==> config.mk <==
export PLATFORM = sky130hd
export DESIGN_NAME = ncb_eval
export DESIGN_NICKNAME = d
export VERILOG_FILES = /design/src/rtl/core/ncb_pkg.sv /design/src/rtl/core/ncb_eval.sv
export SDC_FILE = /design/constraint.sdc
export NUM_CORES = 1
export LEC_CHECK = 0
export BUFFER_PORTS_ARGS = -buffer_cell sky130_fd_sc_hd__buf_2
export CAP_MARGIN = 0
export CELL_PAD_IN_SITES_DETAIL_PLACEMENT = 1
export CELL_PAD_IN_SITES_GLOBAL_PLACEMENT = 2
export CORE_MARGIN = 8
export CORE_UTILIZATION = 21
export DETAILED_ROUTE_END_ITERATION = 8
export GPL_TIMING_DRIVEN = 1
export PLACE_DENSITY = 0.85
export SLEW_MARGIN = 0
export SYNTH_ARGS = -nofsm -noshare
export SYNTH_HDL_FRONTEND = slang
export SYNTH_SLANG_ARGS = --single-unit
==> constraint.sdc <==
create_clock -name vclk -period 7.05
set_clock_uncertainty 0.2 [all_clocks]
set_input_delay 1.41 -clock vclk [all_inputs]
set_output_delay 1.41 -clock vclk [all_outputs]
set_load 0.02 [all_outputs]
==> src/rtl/core/ncb_pkg.sv <==
// types and constants shared by the negative cache modules
`default_nettype none
package ncb_pkg;

  localparam int ENTRIES = 256;
  localparam int IDX_W   = $clog2(ENTRIES);
  localparam int KEY_W   = 64;
  localparam int MS_W    = 32;

  localparam logic [MS_W-1:0] BACKOFF_RST = 32'd10000;

  typedef enum logic [1:0] {
    OP_LOOKUP = 2'd0,
    OP_RECORD = 2'd1,
    OP_CLEAR  = 2'd2
  } op_t;

  typedef enum logic [1:0] {
    KIND_NONE = 2'd0,
    KIND_TEMP = 2'd1,
    KIND_PERM = 2'd2
  } kind_t;

  typedef struct packed {
    logic [KEY_W-1:0] key;
    logic [KEY_W-1:0] stamp;
    logic [MS_W-1:0]  rec_ms;
    kind_t            kind;
  } entry_t;

  localparam int ENTRY_W = $bits(entry_t);

  typedef struct packed {
    logic  blocked;
    kind_t kind;
    logic  inval;
    logic  wr;
    logic  clr;
  } eval_t;

endpackage
`default_nettype wire

==> src/rtl/core/ncb_eval.sv <==
// decision logic for one request against its cache entry
`default_nettype none
module ncb_eval (
  input  wire logic [1:0]               op,
  input  wire logic [ncb_pkg::KEY_W-1:0] key,
  input  wire logic [ncb_pkg::KEY_W-1:0] stamp,
  input  wire logic [1:0]               fail_kind,
  input  wire logic [ncb_pkg::MS_W-1:0]  now_ms,
  input  wire logic [ncb_pkg::MS_W-1:0]  backoff_ms,
  input  wire ncb_pkg::entry_t           ent,
  input  wire logic                      ent_vld,
  output ncb_pkg::eval_t                 res
);

  import ncb_pkg::*;

  logic            key_pos;
  logic            stamp_pos;
  logic            hit;
  logic            newer;
  logic [MS_W-1:0] elapsed;

  assign key_pos   = !key[KEY_W-1] && (key != '0);
  assign stamp_pos = !stamp[KEY_W-1] && (stamp != '0);
  assign hit       = ent_vld && (ent.key == key);
  assign newer     = stamp_pos && ($signed(stamp) > $signed(ent.stamp));
  assign elapsed   = now_ms - ent.rec_ms;

  always_comb begin
    res = '{blocked: 1'b0, kind: KIND_NONE, inval: 1'b0, wr: 1'b0, clr: 1'b0};
    unique case (op)
      OP_LOOKUP: begin
        if (!key_pos) begin
          res.blocked = 1'b1;
        end else if (hit) begin
          if (newer) begin
            res.inval = 1'b1;
          end else if (ent.kind == KIND_PERM) begin
            res.blocked = 1'b1;
            res.kind    = KIND_PERM;
          end else if (ent.kind == KIND_TEMP) begin
            if (elapsed < backoff_ms) begin
              res.blocked = 1'b1;
              res.kind    = KIND_TEMP;
            end else begin
              res.inval = 1'b1;
            end
          end
        end
      end
      OP_RECORD: begin
        res.wr = key_pos && (fail_kind == KIND_TEMP || fail_kind == KIND_PERM);
      end
      OP_CLEAR: begin
        res.clr = 1'b1;
      end
      default: begin
        res.clr = 1'b0;
      end
    endcase
  end

endmodule
`default_nettype wire

==> flow_metrics.py, run 1 <==
metrics = {
    "clocking": {
        "cts.hold.buffers_added": 0,
    },
    "yosys": {
        "synth_fp_nets": 1246,
        "syn_inst": 760,
        "syn_avg_cell_area_um2": 6.88,
        "mappedNetlistArea_um2": 5230,
        "yosys_warnings": 0,
        "ys_types": 60,
        "synth_seq_area_share_pct": 0,
    },
    "final_layout": {
        "synthToLayoutAreaGrowth_pct": 48.7,
        "drive_gt1_share_pct": 36.8,
        "final_cells": 1465,
        "finalNetCount": 1628,
        "clkbuf_count": 0,
        "seq_area_um2": 0,
        "seq_cell_count": 0,
        "fillCellCount": 3206,
    },
    "critical_path": {
        "worstSetupPathType": "in2out",
        "cp-start-kind": "primary input",
        "crit_arrival_ns": 5.22,
        "cp.required_ns": 5.44,
        "critPathCaptureType": "output port",
        "worstPathMaxFanout": 3,
    },
    "floorplanning": {
        "core_um2": 24400,
        "dieArea_um2": 30200,
        "rows": 57,
        "die_x_um": 174,
        "start_util_pct": 21.4,
        "ioPinCount": 365,
        "die_h_um": 174,
    },
    "detailed_routing": {
        "post_drt_via_cell_ratio": 4.77,
        "first_pass_iters": 4,
        "drt_wl_total_um": 26400,
        "wire_per_inst_um": 18.0,
        "drtAntennaViolNets": 0,
        "wl_met2_um": 13800,
        "drtIter0Drc": 180,
        "drc": 0,
        "drt-met1-wl_um": 10300,
        "dr_wl_met3_um": 1620,
        "vias": 6987,
        "highest_layer": "met4",
    },
    "placed_design": {
        "dp.cells": 1461,
        "port-buffer-count": 365,
        "place.gp.congestion": 0.908,
        "hpwl_um": 25000,
    },
    "power_and_ir_drop": {
        "p_leak_nw": 4.22,
        "ir_worst_vdd_mv": 0.0231,
        "powerDensity_nw_per_um2": 72.6,
        "power.total_mw": 0.565,
    },
    "grt": {
        "antenna_found_initial": 3,
        "grt_max_degree": 11,
        "grt_pass1_vias": 7789,
        "grt_overflow": 0,
        "grt_pass1_wl_um": 40300,
        "grt.total_usage_pct": 16.2,
    },
    "timing": {
        "slew_headroom_pct": 62.6,
        "fin_crit_sh_pct": 96.9,
        "hold_viol": 0,
        "drv_slew": 0,
        "rsz0062_at_grt": "true",
        "max_freq_mhz": 146,
        "tightest_slew_ns": 0.546,
        "fin_crit_ns": 6.83,
        "setup_viol": 0,
    },
    "job": {
        "maxCapViolations": 0,
    },
    "worst_hold_path": {
        "hp-class": "in2out",
    },
    "status": {
        "status": "complete, no violations",
    },
}
==> layout by cell type, fill, tap and decap left out, types with 3 or more instances in the layout <==
master,n
nand2_1,37
ha_2,3
ha_1,120
a21boi_0,4
o21ai_0,27
and4_1,4
buf_2,363
xnor2_1,52
a211oi_1,8
a221oi_1,3
inv_1,153
buf_4,19
o21a_1,8
nand4_1,36
nor2_1,32
a21o_1,8
a2111o_1,3
ha_4,3
o22ai_1,5
nor4_1,44
a21oi_2,3
and2_1,3
a31oi_1,3
xor2_1,24
nand2b_1,4
o31a_1,4
a22oi_1,3
nor2b_1,11
o21bai_1,3
o21ai_1,5
nand3_1,21
nor3_1,8
a21oi_1,60
o211ai_1,4
==> cells in the mapped netlist, drive strengths merged (5+ instances only) <==
| master | n | share of area, % |
|---|---|---|
| xnor2 | 52 | 8.7 |
| a21oi | 64 | 6.2 |
| nor3 | 9 | 0.86 |
| o211ai | 5 | 0.81 |
| inv | 155 | 11 |
| nand4 | 36 | 4.3 |
| nor2 | 32 | 2.3 |
| o21ai | 34 | 3.3 |
| a211oi | 8 | 1.1 |
| nand2 | 37 | 2.7 |
| a21o | 8 | 1.1 |
| nor4 | 44 | 5.3 |
| o21a | 8 | 1.1 |
| o22ai | 5 | 0.60 |
| nand3 | 21 | 2.0 |
| xor2 | 24 | 4.0 |
| ha | 126 | 30 |
| nor2b | 11 | 1.3 |
| and4 | 5 | 0.84 |
==> metal layers <==
layer,vias up,global-route usage [%]
met4,0,2.85
met1,3202,17.6
met2,245,31.9
met5,-,0
met3,26,3.22
li1,3514,-
==> worst max-delay path: stages <==
cell       delay, ns
buf_2           0.10
ha_1            0.32
a21o_1          0.22
a31oi_4         0.22
a32oi_2         0.14
or3_4           0.42
o211ai_4        0.25
o311ai_2        0.11
a31oi_1         0.22
xnor2_1         0.11
ha_1            0.30
nand4_1         0.10
or2_4           0.27
a2111oi_4       0.33
nor3_2          0.07
buf_4           0.15
a21o_1          0.15
a31o_2          0.20
buf_6           0.13
==> report_power, final <==
part | total [mW] | switching (mW) | internal (mW) | leakage [nW]
registers | 0 | 0 | 0 | 0
logic | 0.565 | 0.290 | 0.274 | 4.22
clock network | 0.0000000190 | 0 | 0.0000000190 | 0.00000634
total | 0.565 | 0.290 | 0.274 | 4.22
==> cell families after synthesis <==
logic type	synth area share [%]
XOR/XNOR	12.7
adder cells (fa/ha/maj)	30.5
buffers and inverters	11.4
AND/OR/NAND/NOR	22.3
AO/OA/AOI/OAI	23.0
==> stage by stage <==
stage | hold slack, ns | TNS, ns | utilization, % | area, um^2 | setup WS, ns
2_1_floorplan | 2.70 | 0 | - | 5230 | 0.569
3_3_place_gp | 2.95 | -0.0940 | 31.0 | 7560 | -0.0940
3_5_place_dp | 2.95 | -0.378 | 31.0 | 7560 | -0.237
4_1_cts | 2.95 | 0 | 31.1 | 7590 | 0.00878
5_1_grt | 2.96 | -0.0368 | 31.9 | 7770 | -0.0306
6_report | 2.95 | 0 | 31.9 | 7770 | 0.215
==> layout make-up <==
class	instances	area (um^2)	share of cell area [%]
diodes	1	2.50	0.0322
multi-input cells	601	4800	61.8
inverters	155	582	7.49
repair buffers	384	1980	25.5
well taps	324	405	5.22
==> worst paths after layout <==
| kind | start | end | slack [ns] | cells past startpoint |
|---|---|---|---|---|
| worst max-delay path | now_ms[14] | res[5] | 0.22 | 19 |
| worst min-delay path | op[0] | res[0] | 2.95 | 3 |
==> what timing repair did <==
item                                    in CTS  in global routing
endpoints found under the setup margin       3                  3
setup buffers                                0                  3
gates resized for setup                      6                 35
pin swaps                                    1                 29
Note: power is estimated with default switching activity, not from simulation.
==> inputs of run 2 (changes only) <==
Settings changed: SETUP_SLACK_MARGIN set to 0.5, TNS_END_PERCENT set to 100.
==> flow_metrics.py, run 2 (synthesis gave the netlist of run 1 again) <==
metrics = {
    "status": {
        "status": "complete, no violations",
    },
    "floorplanning": {
        "die_x_um": 174,
        "rows": 57,
        "ioPinCount": 365,
        "start_util_pct": 21.4,
        "die_h_um": 174,
        "dieArea_um2": 30200,
        "core_um2": 24400,
    },
    "timing": {
        "slew_headroom_pct": 60.6,
        "max_freq_mhz": 147,
        "fin_crit_sh_pct": 96.3,
        "rsz0062_at_grt": "true",
        "setup_viol": 0,
        "hold_viol": 0,
        "finalSetupTns_ns": 0,
        "tightest_slew_ns": 0.577,
        "drv_slew": 0,
        "setup_slack_ns": 0.264,
        "fin_crit_ns": 6.79,
    },
    "critical_path": {
        "crit_arrival_ns": 5.18,
        "cp.required_ns": 5.44,
        "worstPathMaxFanout": 3,
        "cpMaxStageDelayCell": "or3_4",
        "cp_top_family": "compound AO/OA/AOI/OAI gates",
        "critPathBufInv": 4,
        "worstSetupPathType": "in2out",
        "cp-start-kind": "primary input",
        "worst_path_largest_cell_delay_ns": 0.37,
        "critPathCaptureType": "output port",
        "crit_path_cell_trace": "buf_6 -> inv_4 -> ha_4 -> and3_4 -> o211ai_1 -> a32oi_2 -> or3_4 -> o211ai_4 -> o31a_1 -> o311ai_2 -> ha_1 -> nand4_1 -> or2_4 -> a2111oi_4 -> nor3_2 -> buf_4 -> a21o_1 -> a31o_2 -> buf_6",
        "crit_top_cell": "buf_6",
    },
    "grt": {
        "grt_pass1_vias": 7884,
        "grt.total_usage_pct": 16.7,
        "antenna_found_initial": 3,
        "grt_pass1_wl_um": 41300,
        "grt_max_degree": 11,
        "grt_overflow": 0,
    },
    "final_layout": {
        "seq_cell_count": 0,
        "clkbuf_count": 0,
        "drive_gt1_share_pct": 39.9,
        "finalNetCount": 1637,
        "final_cell_mix": "357 x buf_2, 148 x inv_1, 111 x ha_1",
        "seq_area_um2": 0,
        "synthToLayoutAreaGrowth_pct": 55.5,
        "layout_commonest_cell": "buf_2",
    },
    "detailed_routing": {
        "drt_wl_total_um": 27100,
        "post_drt_via_cell_ratio": 4.80,
        "vias": 7070,
        "drc": 0,
        "wire_per_inst_um": 18.4,
        "first_pass_iters": 4,
        "drtAntennaViolNets": 0,
        "drtIter0Drc": 197,
    },
    "power_and_ir_drop": {
        "ir_worst_vdd_mv": 0.0259,
        "p_leak_nw": 4.30,
        "power.total_mw": 0.606,
        "powerDensity_nw_per_um2": 74.6,
    },
    "placed_design": {
        "hpwl_um": 25000,
        "place.gp.congestion": 0.908,
        "port-buffer-count": 365,
        "pre_cts_slack_ns": -0.237,
    },
    "clocking": {
        "cts.hold.buffers_added": 0,
    },
    "worst_hold_path": {
        "hp-class": "in2out",
    },
    "job": {
        "maxCapViolations": 0,
    },
}
-- run 2: changes by cell type in the layout (fill, tap and decap cells not counted), sizes merged --
cell	before	now
buf	384	393
-- run 2: what timing repair did --
item	4_1_cts	5_1_grt
resized for setup	60	34
setup endpoints to repair	3	3
buffers inserted	8	4
pin swaps	44	37
endpoints found under the hold margin	0	0
-- run 2: worst min-delay path: cells and delay by family --
family | cells | cell delay, ns
buffers and inverters | 2 | 0.27
AND/OR/NAND/NOR | 1 | 0.05
-- run 2: final cells by class --
type | count | area [um^2]
multi-input combinational | 601 | 5040
timing repair buffer | 393 | 2090
tap | 324 | 405
fill | 3172 | 16300
antenna | 1 | 2.50
inverter | 155 | 589
-- run 2: metal layers --
metal | global-route usage, % | vias to the layer above | share of wire, %
li1 | - | 3529 | -
met1 | 17.9 | 3263 | 39
met5 | 0 | - | 0
met2 | 33.2 | 254 | 53
met3 | 3.22 | 24 | 6.0
met4 | 2.71 | 0 | 2.0
-- run 2: path summary, 6_finish.rpt --
check	start	endpoint	cells past startpoint	slack (ns)
min	op[0]	res[0]	3	2.95
max	ent[15]	res[5]	19	0.26
-- run 2: through the flow --
step           hold WS [ns]  cells  util [%]  area (um^2)
6_report               2.95   1474      33.3         8130
4_1_cts                2.95   1469      32.5         7920
2_1_floorplan          2.70    760         -         5230
3_5_place_dp           2.95   1461      31.0         7560
3_3_place_gp           2.95   1461      31.0         7560
5_1_grt                2.96   1474      33.3         8130
-- run 2: report_power, final --
group	switching, mW	internal [mW]	total, mW
logic	0.309	0.297	0.606
clock network	0	0.0000000190	0.0000000190
registers	0	0	0
total	0.309	0.297	0.606
