===== config.mk =====
export PLATFORM = sky130hd
export DESIGN_NAME = ncb_ram
export DESIGN_NICKNAME = d
export VERILOG_FILES = /design/src/rtl/core/ncb_ram.sv
export SDC_FILE = /design/constraint.sdc
export NUM_CORES = 1
export LEC_CHECK = 0
export ABC_CLOCK_PERIOD_IN_PS = 2800
export BUFFER_PORTS_ARGS = -buffer_cell sky130_fd_sc_hd__clkbuf_2
export CORE_MARGIN = 4
export CORE_UTILIZATION = 59
export DETAILED_ROUTE_END_ITERATION = 10
export PLACE_DENSITY = 0.88
export SLEW_MARGIN = 25
export SYNTH_ARGS = -nofsm -noshare
export SYNTH_HDL_FRONTEND = slang
export SYNTH_SLANG_ARGS = --single-unit

===== constraint.sdc =====
create_clock -name clk -period 2.8 [get_ports clk]
set_input_delay 0.28 -clock clk [delete_from_list [all_inputs] [get_ports clk]]
set_output_delay 0.28 -clock clk [all_outputs]
set_load 0.1 [all_outputs]

===== src/rtl/core/ncb_ram.sv =====
// generic single write port ram with registered read
`default_nettype none
module ncb_ram #(
  parameter int WIDTH = 8,
  parameter int DEPTH = 16
) (
  input  wire logic                     clk,
  input  wire logic                     we,
  input  wire logic [$clog2(DEPTH)-1:0] waddr,
  input  wire logic [WIDTH-1:0]         wdata,
  input  wire logic                     re,
  input  wire logic [$clog2(DEPTH)-1:0] raddr,
  output logic      [WIDTH-1:0]         rdata
);

  logic [WIDTH-1:0] mem [DEPTH];

  always_ff @(posedge clk) begin
    if (we) begin
      mem[waddr] <= wdata;
    end
    if (re) begin
      rdata <= mem[raddr];
    end
  end

endmodule
`default_nettype wire


==> results of run 1 <==
[stage by stage]
stage                     setup slack, ps  area (sq um)  hold slack (ps)  instances  util (%)
after floorplan                      1030          5230              379        229         -
after global placement                911          5520              675        366      63.6
after detailed placement              863          5520              695        366      63.6
after CTS                            1120          6020              165        398      69.4
after global routing                 1120          6020              173        398      69.4
final                                1140          6020              187        398      69.4
[flip-flops by register name, summed over array words and instances (netlist names)]
signal / count
mem: 128
rdata: 8
[final cells by class]
cell class / instances / area [sq um] / area share, %
Multi-Input combinational cell: 83 / 1060 / 17.6
Timing Repair Buffer: 39 / 240 / 3.99
Tap cell: 108 / 135 / 2.24
Clock inverter: 14 / 85.1 / 1.41
Clock buffer: 18 / 418 / 6.94
Sequential cell: 136 / 4080 / 67.8
[power by group]
part	internal, mW	switching [mW]
clock network	1.07	0.809
registers	2.29	0.0136
logic	0.0849	0.195
total	3.45	1.02
[synthesized netlist by cell type (all sizes together)]
cell           number
and2                1
and2b               1
nand3               1
a22oi              16
nand2               9
clkdlybuf4s25       3
nor2b               1
mux4               32
edfxtp            136
nand2b              2
buf                 7
nor3                4
or3b                1
nor2               13
nand3b              2
[final timing paths]
kind / end / depth (start not counted)
worst min-delay path: rdata[3]$_DFFE_PP_ / 1
worst max-delay path: rdata[5] / 1
worst min register to register: rdata[5]$_DFFE_PP_ / 3
worst max register to register: rdata[2]$_DFFE_PP_ / 3
[layer usage]
layer / wire length (um) / track usage [%] / part of all wire, %
met5: 0 / 0 / 0
met4: 214 / 8.78 / 2.0
met3: 933 / 5.46 / 8.5
met2: 5170 / 33.3 / 47
met1: 4600 / 36.0 / 42
[kinds of logic after synthesis]
group | synth area share, %
mux | 14.8
simple gates | 3.14
buf+inv | 1.65
flops | 78.1
compound gates | 2.30
[placed cells by master, fill, tap and decap left out]
master and instances:
clkbuf_16 16, and2b_1 1, inv_6 1, nor2b_1 1, clkbuf_2 26, and2_1 1, nor3_1 4, nand2_1 9
or3b_2 1, nand2b_1 2, a22oi_1 16, clkinv_1 4, clkbuf_8 1, nand3b_1 2, clkinvlp_4 5, clkinv_2 3
buf_12 1, nor2_1 13, clkinv_4 1, buf_4 12, clkbuf_1 1, mux4_1 14, nand3_1 1, edfxtp_1 136
mux4_2 18
==> impl_metrics.ini, run 1 <==
[outcome]
outcome = finished clean

[sta]
fin_crit_ps = 1660
final-hold-violation-count = 0
setup_viol = 0
tightest_slew_ps = 869
setup_tns_ps = 0
clock.fmax_mhz = 602
period_share_pct = 59.3
rsz0062_at_grt = no
fin_skew_ps = 6.59
drv_slew = 0
slew_headroom_pct = 41.8

[placed_design]
dp_hpwl_mm = 6.36
io_buffers = 26
routabilityCongestion = 0.803

[clock_tree]
cts_resized = 0
cts_buffer_depth = 2
clock-sinks = 136
htree_num_levels = 4
path_clk_slew_ps = 60
worstSkewPairLatency_ps = 510
numCtsBuffers = 17
cts_tree = built
postCtsSetupBuffers = 0
cts_hold_buffers = 0
cts_root_buffer = clkbuf_8

[setup_path]
crit_required_ps = 2520
crit_buf_inv = 1
worstPathArrival_ps = 1380
worstPathCellList = clkbuf_2
cp_max_fo = 1
r2r-start = mem[9][2]$_DFFE_PP_
cp-startpoint = rdata[5]$_DFFE_PP_
end_kind = output pin
rrSetupSlack_ps = 1300
critPathKind = flop to output pin
cp-start-kind = flop
crit_slowest_cell = clkbuf_2
slowest_delay_ps = 480
critical-path-top-delay-family = buffers and inverters

[hold_path]
hold_class = primary input to flop
holdCritStartpoint = re

[logic_synthesis]
synth_area_leaders = edfxtp_1, mux4_2, mux4_1
syn_area_sq_mm = 0.00523
ys_warn_count = 0
synthCells = 229
syn_nets = 248
synth_area_per_cell_sq_um = 22.8
synth_top_area_cell = edfxtp_1
synth_cell_types = 18
synth.yosys.seq_area_share_pct = 78.1
synth_top_cell_area_share_pct = 78.1
ys_ff_latch = 136

[route]
viasPerCell = 6.62
post-route-drc-count = 0
drt_iter0_drc = 268
vias = 2636
first_pass_iters = 5
wl_per_cell_um = 27.4
wirelength_mm = 10.9
ant_nets = 0

[die]
fp-row-count = 34
ioPinCount = 27
fp.dieH_um = 102
initial_core_util_pct = 60.2
fp.dieW_um = 102
coreArea_sq_mm = 0.00868
die_area_sq_mm = 0.0104

[layout]
syn2layout_area_growth_pct = 15.2
antenna-diode-count = 0
fin_nets = 296
drive_above_1_share_pct = 29.3
fillCellCount = 529

[power]
power.total_mw = 4.47
peakVddDrop_mv = 0.473
cellPowerDensity_mw_per_mm2 = 742
p_leak_nw = 2.02

[grt]
grt.overflow.total = 0
antenna_found_initial = 0
grt_usage_pct = 23.4
grt_max_degree = 33
grt_pass1_wl_mm = 16.8
grt_pass1_vias = 2632

[flow_run]
cap_violations = 0
No activity file was read; power rests on OpenSTA's default activity.
==> run 2, diff against run 1 <==
ABC_AREA = 1   (was default)
ABC_CLOCK_PERIOD_IN_PS = 1740   (was 2800)
clock period = 1.74 ns   (was 2.8 ns; I/O delays follow)
==> impl_metrics.ini, run 2 <==
[route]
route.met3.wl_mm = 1.21
vias = 4008
first_pass_iters = 5
wl_per_cell_um = 17.5
wl_met1_mm = 4.73
top_layer = met4
wirelength_mm = 12.9
viasPerCell = 5.44
ant_nets = 0
post-route-drc-count = 0
routed-wl-met2_mm = 6.56
drt_iter0_drc = 313

[clock_tree]
cts_buffer_depth = 2
cts_resized = 0
cts_tree = built
path_clk_slew_ps = 60
postCtsSetupBuffers = 0
cts_root_buffer = clkbuf_8
cts_hold_buffers = 0
clock-sinks = 136
htree_num_levels = 4
numCtsBuffers = 17
worstSkewPairLatency_ps = 510

[sta]
period_share_pct = 89.5
final-hold-violation-count = 0
drv_slew = 0
holdWs_ps = 52.0
setup_viol = 0
fin_skew_ps = 5.42
rsz0062_at_grt = no
setup_slack_ps = 182
tightest_slew_ps = 647
fin_crit_ps = 1560
clock.fmax_mhz = 642
setup_tns_ps = 0
slew_headroom_pct = 56.8

[logic_synthesis]
synth_top_area_cell = edfxtp_1
syn_nets = 570
netlist_top_cells_count = nand2_1, edfxtp_1, inv_1
synth_compound_area_share_pct = 0
synthAdderAreaFrac_pct = 0
async_flop_share_pct = 0
synth_top_cell_area_share_pct = 69.8
yosysMostFrequentCell = nand2_1
synthCells = 551
syn_area_sq_mm = 0.00585
yosys.area_share.xor_xnor_pct = 0
synth_top_family_by_area = simple AND/OR/NAND/NOR gates
synth_ff_type = edfxtp_1
synth.yosys.seq_area_share_pct = 69.8
synth_area_per_cell_sq_um = 10.6
synth_edf_count = 136
synthMuxAreaShare_pct = 0
ys_ff_latch = 136
ys_warn_count = 0
synth_area_leaders = edfxtp_1, nand2_1, nand3_1
synth_cell_types = 11
synthSimpleGateAreaFrac_pct = 20.8

[power]
peakVddDrop_mv = 0.631
p_leak_nw = 2.95
cellPowerDensity_mw_per_mm2 = 1190
power.total_mw = 8.12

[die]
fp.dieW_um = 108
initial_core_util_pct = 60.1
fp-row-count = 36
die_area_sq_mm = 0.0116
fp.dieH_um = 108
ioPinCount = 27
coreArea_sq_mm = 0.00973

[layout]
largest_register = mem
final_cells = 737
final_cell_mix = nand2_1, edfxtp_1, inv_1
antenna-diode-count = 0
syn2layout_area_growth_pct = 16.2
largest_reg_flops = 128
top_regs = mem (128), rdata (8)
fin_nets = 611
drive_above_1_share_pct = 12.7
fillCellCount = 639
layout_commonest_cell = nand2_1

[setup_path]
cp-start-kind = flop
critical-path-top-delay-family = buffers and inverters
crit_slowest_cell = clkbuf_2
critPathKind = flop to output pin
worstPathArrival_ps = 1380
end_kind = output pin
worstPathCellList = clkbuf_2
crit_buf_inv = 1
cp_max_fo = 1
crit_required_ps = 1570
r2r-start = mem[6][1]$_DFFE_PP_
cp-startpoint = rdata[3]$_DFFE_PP_
slowest_delay_ps = 490

[hold_path]
holdCritStartpoint = re
hold_class = primary input to flop

[grt]
grt.overflow.total = 0
grt_max_degree = 65
grt_usage_pct = 24.1
antenna_found_initial = 0
grt_pass1_wl_mm = 20.5
grt_pass1_vias = 4076

[flow_run]
cap_violations = 0

[placed_design]
place_ws_ps = 312
routabilityCongestion = 0.822
io_buffers = 26
dp_hpwl_mm = 7.73
dp.cells = 706

[outcome]
outcome = finished clean
==> run 2: power by group <==
group          total (mW)  internal, mW  switching, mW  leakage (nW)
Clock                3.86          2.59           1.27         0.297
Sequential           3.72          3.69         0.0226          1.24
Combinational       0.545         0.128          0.417          1.41
Total                8.12          6.41           1.71          2.95
==> run 2: routing by layer <==
layer  GRT usage, %  vias up
met5              0        -
met4           11.4        0
met3           6.24       32
met2           40.8      247
met1           28.8     1864
li1               -     1865
==> run 2: cell families after synthesis <==
family / count (synthesis)
buf+inv: 126
flops: 136
simple gates: 289
==> run 2: final cells by class <==
type,instances,area [sq um],area share [%]
Clock inverter,14,230,3.39
Tap cell,133,166,2.45
Timing Repair Buffer,46,305,4.49
Sequential cell,136,4080,60.1
Inverter,102,383,5.63
Clock buffer,17,414,6.09
Multi-Input combinational cell,289,1210,17.9
==> run 2: path summary, 6_finish.rpt <==
kind                                      endpoint  slack (ps)  cells past startpoint
worst max-delay path                      rdata[3]         180                      1
worst min-delay path            rdata[6]$_DFFE_PP_          50                      1
worst max register to register  rdata[1]$_DFFE_PP_         500                      6
worst min register to register  rdata[3]$_DFFE_PP_         760                      6
==> run 2: per-stage QoR <==
step / instance area, sq um / util, %
after floorplan: 5850 / -
after global placement: 6150 / 63.2
after detailed placement: 6150 / 63.2
after CTS: 6800 / 69.9
after global routing: 6800 / 69.9
final: 6800 / 69.9
==> run 3, diff against run 2 <==
MAX_ROUTING_LAYER = met4   (was default)
==> impl_metrics.ini, run 3 (synthesis results as in run 2) <==
[power]
clock_power_share_pct = 46.9
power_frac_comb_pct = 6.8
power_switching_mw = 1.76
p_leak_nw = 2.94
netSwitchingFraction_pct = 22.0
peakVddDrop_mv = 0.694
p_int_mw = 6.27
cellPowerDensity_mw_per_mm2 = 1190
seq_power_share_pct = 46.3

[setup_path]
cp-start-kind = flop
worstPathArrival_ps = 1400
crit_required_ps = 1570
cp_max_fo = 1
critPathKind = flop to output pin
worstPathCellList = clkbuf_2
slowest_delay_ps = 480
end_kind = output pin
critical-path-top-delay-family = buffers and inverters
crit_buf_inv = 1
crit_slowest_cell = clkbuf_2

[layout]
largest_reg_flops = 128
antenna-diode-count = 0
fin_area_sq_mm = 0.00677
drive_above_1_share_pct = 12.9
top_regs = mem (128), rdata (8)
largest_register = mem
syn2layout_area_growth_pct = 15.9
final_cell_mix = nand2_1, edfxtp_1, inv_1
fin_nets = 611
layout_commonest_cell = nand2_1
final_cells = 738

[clock_tree]
cts_root_buffer = clkbuf_8
clock-sinks = 136
htree_num_levels = 4
postCtsSetupBuffers = 0
numCtsBuffers = 17
worstSkewPairLatency_ps = 530
path_clk_slew_ps = 60
cts_buffer_depth = 2
cts_hold_buffers = 0
cts_resized = 0
cts_tree = built

[die]
fp.dieW_um = 108
fp-row-count = 36
initial_core_util_pct = 60.1
fp.dieH_um = 108
ioPinCount = 27
die_area_sq_mm = 0.0116
coreArea_sq_mm = 0.00973

[route]
viasPerCell = 5.57
ant_nets = 0
wirelength_mm = 13.5
vias = 4113
wl_per_cell_um = 18.3
drt_iter0_drc = 596
post-route-drc-count = 0
first_pass_iters = 7

[sta]
slew_headroom_pct = 55.6
drv_slew = 0
tightest_slew_ps = 665
clock.fmax_mhz = 636
fin_skew_ps = 7.98
setup_tns_ps = 0
setup_viol = 0
period_share_pct = 90.4
fin_crit_ps = 1570
rsz0062_at_grt = no
final-hold-violation-count = 0

[placed_design]
dpl_cell_area_sq_mm = 0.00615
routabilityCongestion = 0.826
dp.cells = 706
dp_hpwl_mm = 7.65
io_buffers = 26

[grt]
grt_pass1_wl_mm = 21.4
grt_pass1_vias = 4078
grt_usage_pct = 26.0
grt_max_degree = 65
grt.overflow.total = 0
antenna_found_initial = 0

[hold_path]
hold_class = primary input to flop

[outcome]
outcome = finished clean

[flow_run]
cap_violations = 0
-- run 3: cell count changes in the layout (fill, tap and decap cells not counted), sizes merged --
cell,before,now
clkinv,3,6
bufinv,6,5
clkinvlp,5,4
-- run 3: final cells by class --
type / count / area, sq um
clock inverters: 15 / 208
fillers: 649 / 2960
inverters: 102 / 383
well taps: 133 / 166
repair buffers: 46 / 305
flip-flops and latches: 136 / 4080
clock buffers: 17 / 414
multi-input cells: 289 / 1210
-- run 3: final timing paths --
path                            depth (start not counted)                 from  slack, ps            endpoint
worst max register to register                          6  mem[1][1]$_DFFE_PP_        460  rdata[1]$_DFFE_PP_
worst min register to register                          6  mem[4][6]$_DFFE_PP_        760  rdata[6]$_DFFE_PP_
worst max-delay path                                    1   rdata[3]$_DFFE_PP_        170            rdata[3]
worst min-delay path                                    1                   re         70  rdata[1]$_DFFE_PP_
-- run 3: power groups by stage --
stage                     logic, mW  clock network, mW  registers [mW]
after detailed placement      0.536                  0            3.78
after global placement        0.519                  0            3.78
after floorplan               0.259                  0            3.89
final                         0.550               3.77            3.72
after global routing          0.595               3.96            3.72
after CTS                     0.546               3.78            3.72
-- run 3: metrics by stage --
step	util, %	power [mW]	setup slack [ps]	hold slack (ps)
6_report	69.6	8.03	167	69.5
5_1_grt	69.6	8.28	142	60.7
4_1_cts	69.6	8.04	169	57.1
3_5_place_dp	63.2	4.32	311	604
3_3_place_gp	63.2	4.30	335	598
2_1_floorplan	-	4.15	615	273
-- run 3: layer usage --
metal	part of all wire [%]	global-route usage, %	vias to the layer above
met5	0	-	-
met4	2.9	10.1	0
met3	9.6	6.54	43
met2	51	41.9	295
met1	36	31.9	1913
li1	-	-	1862
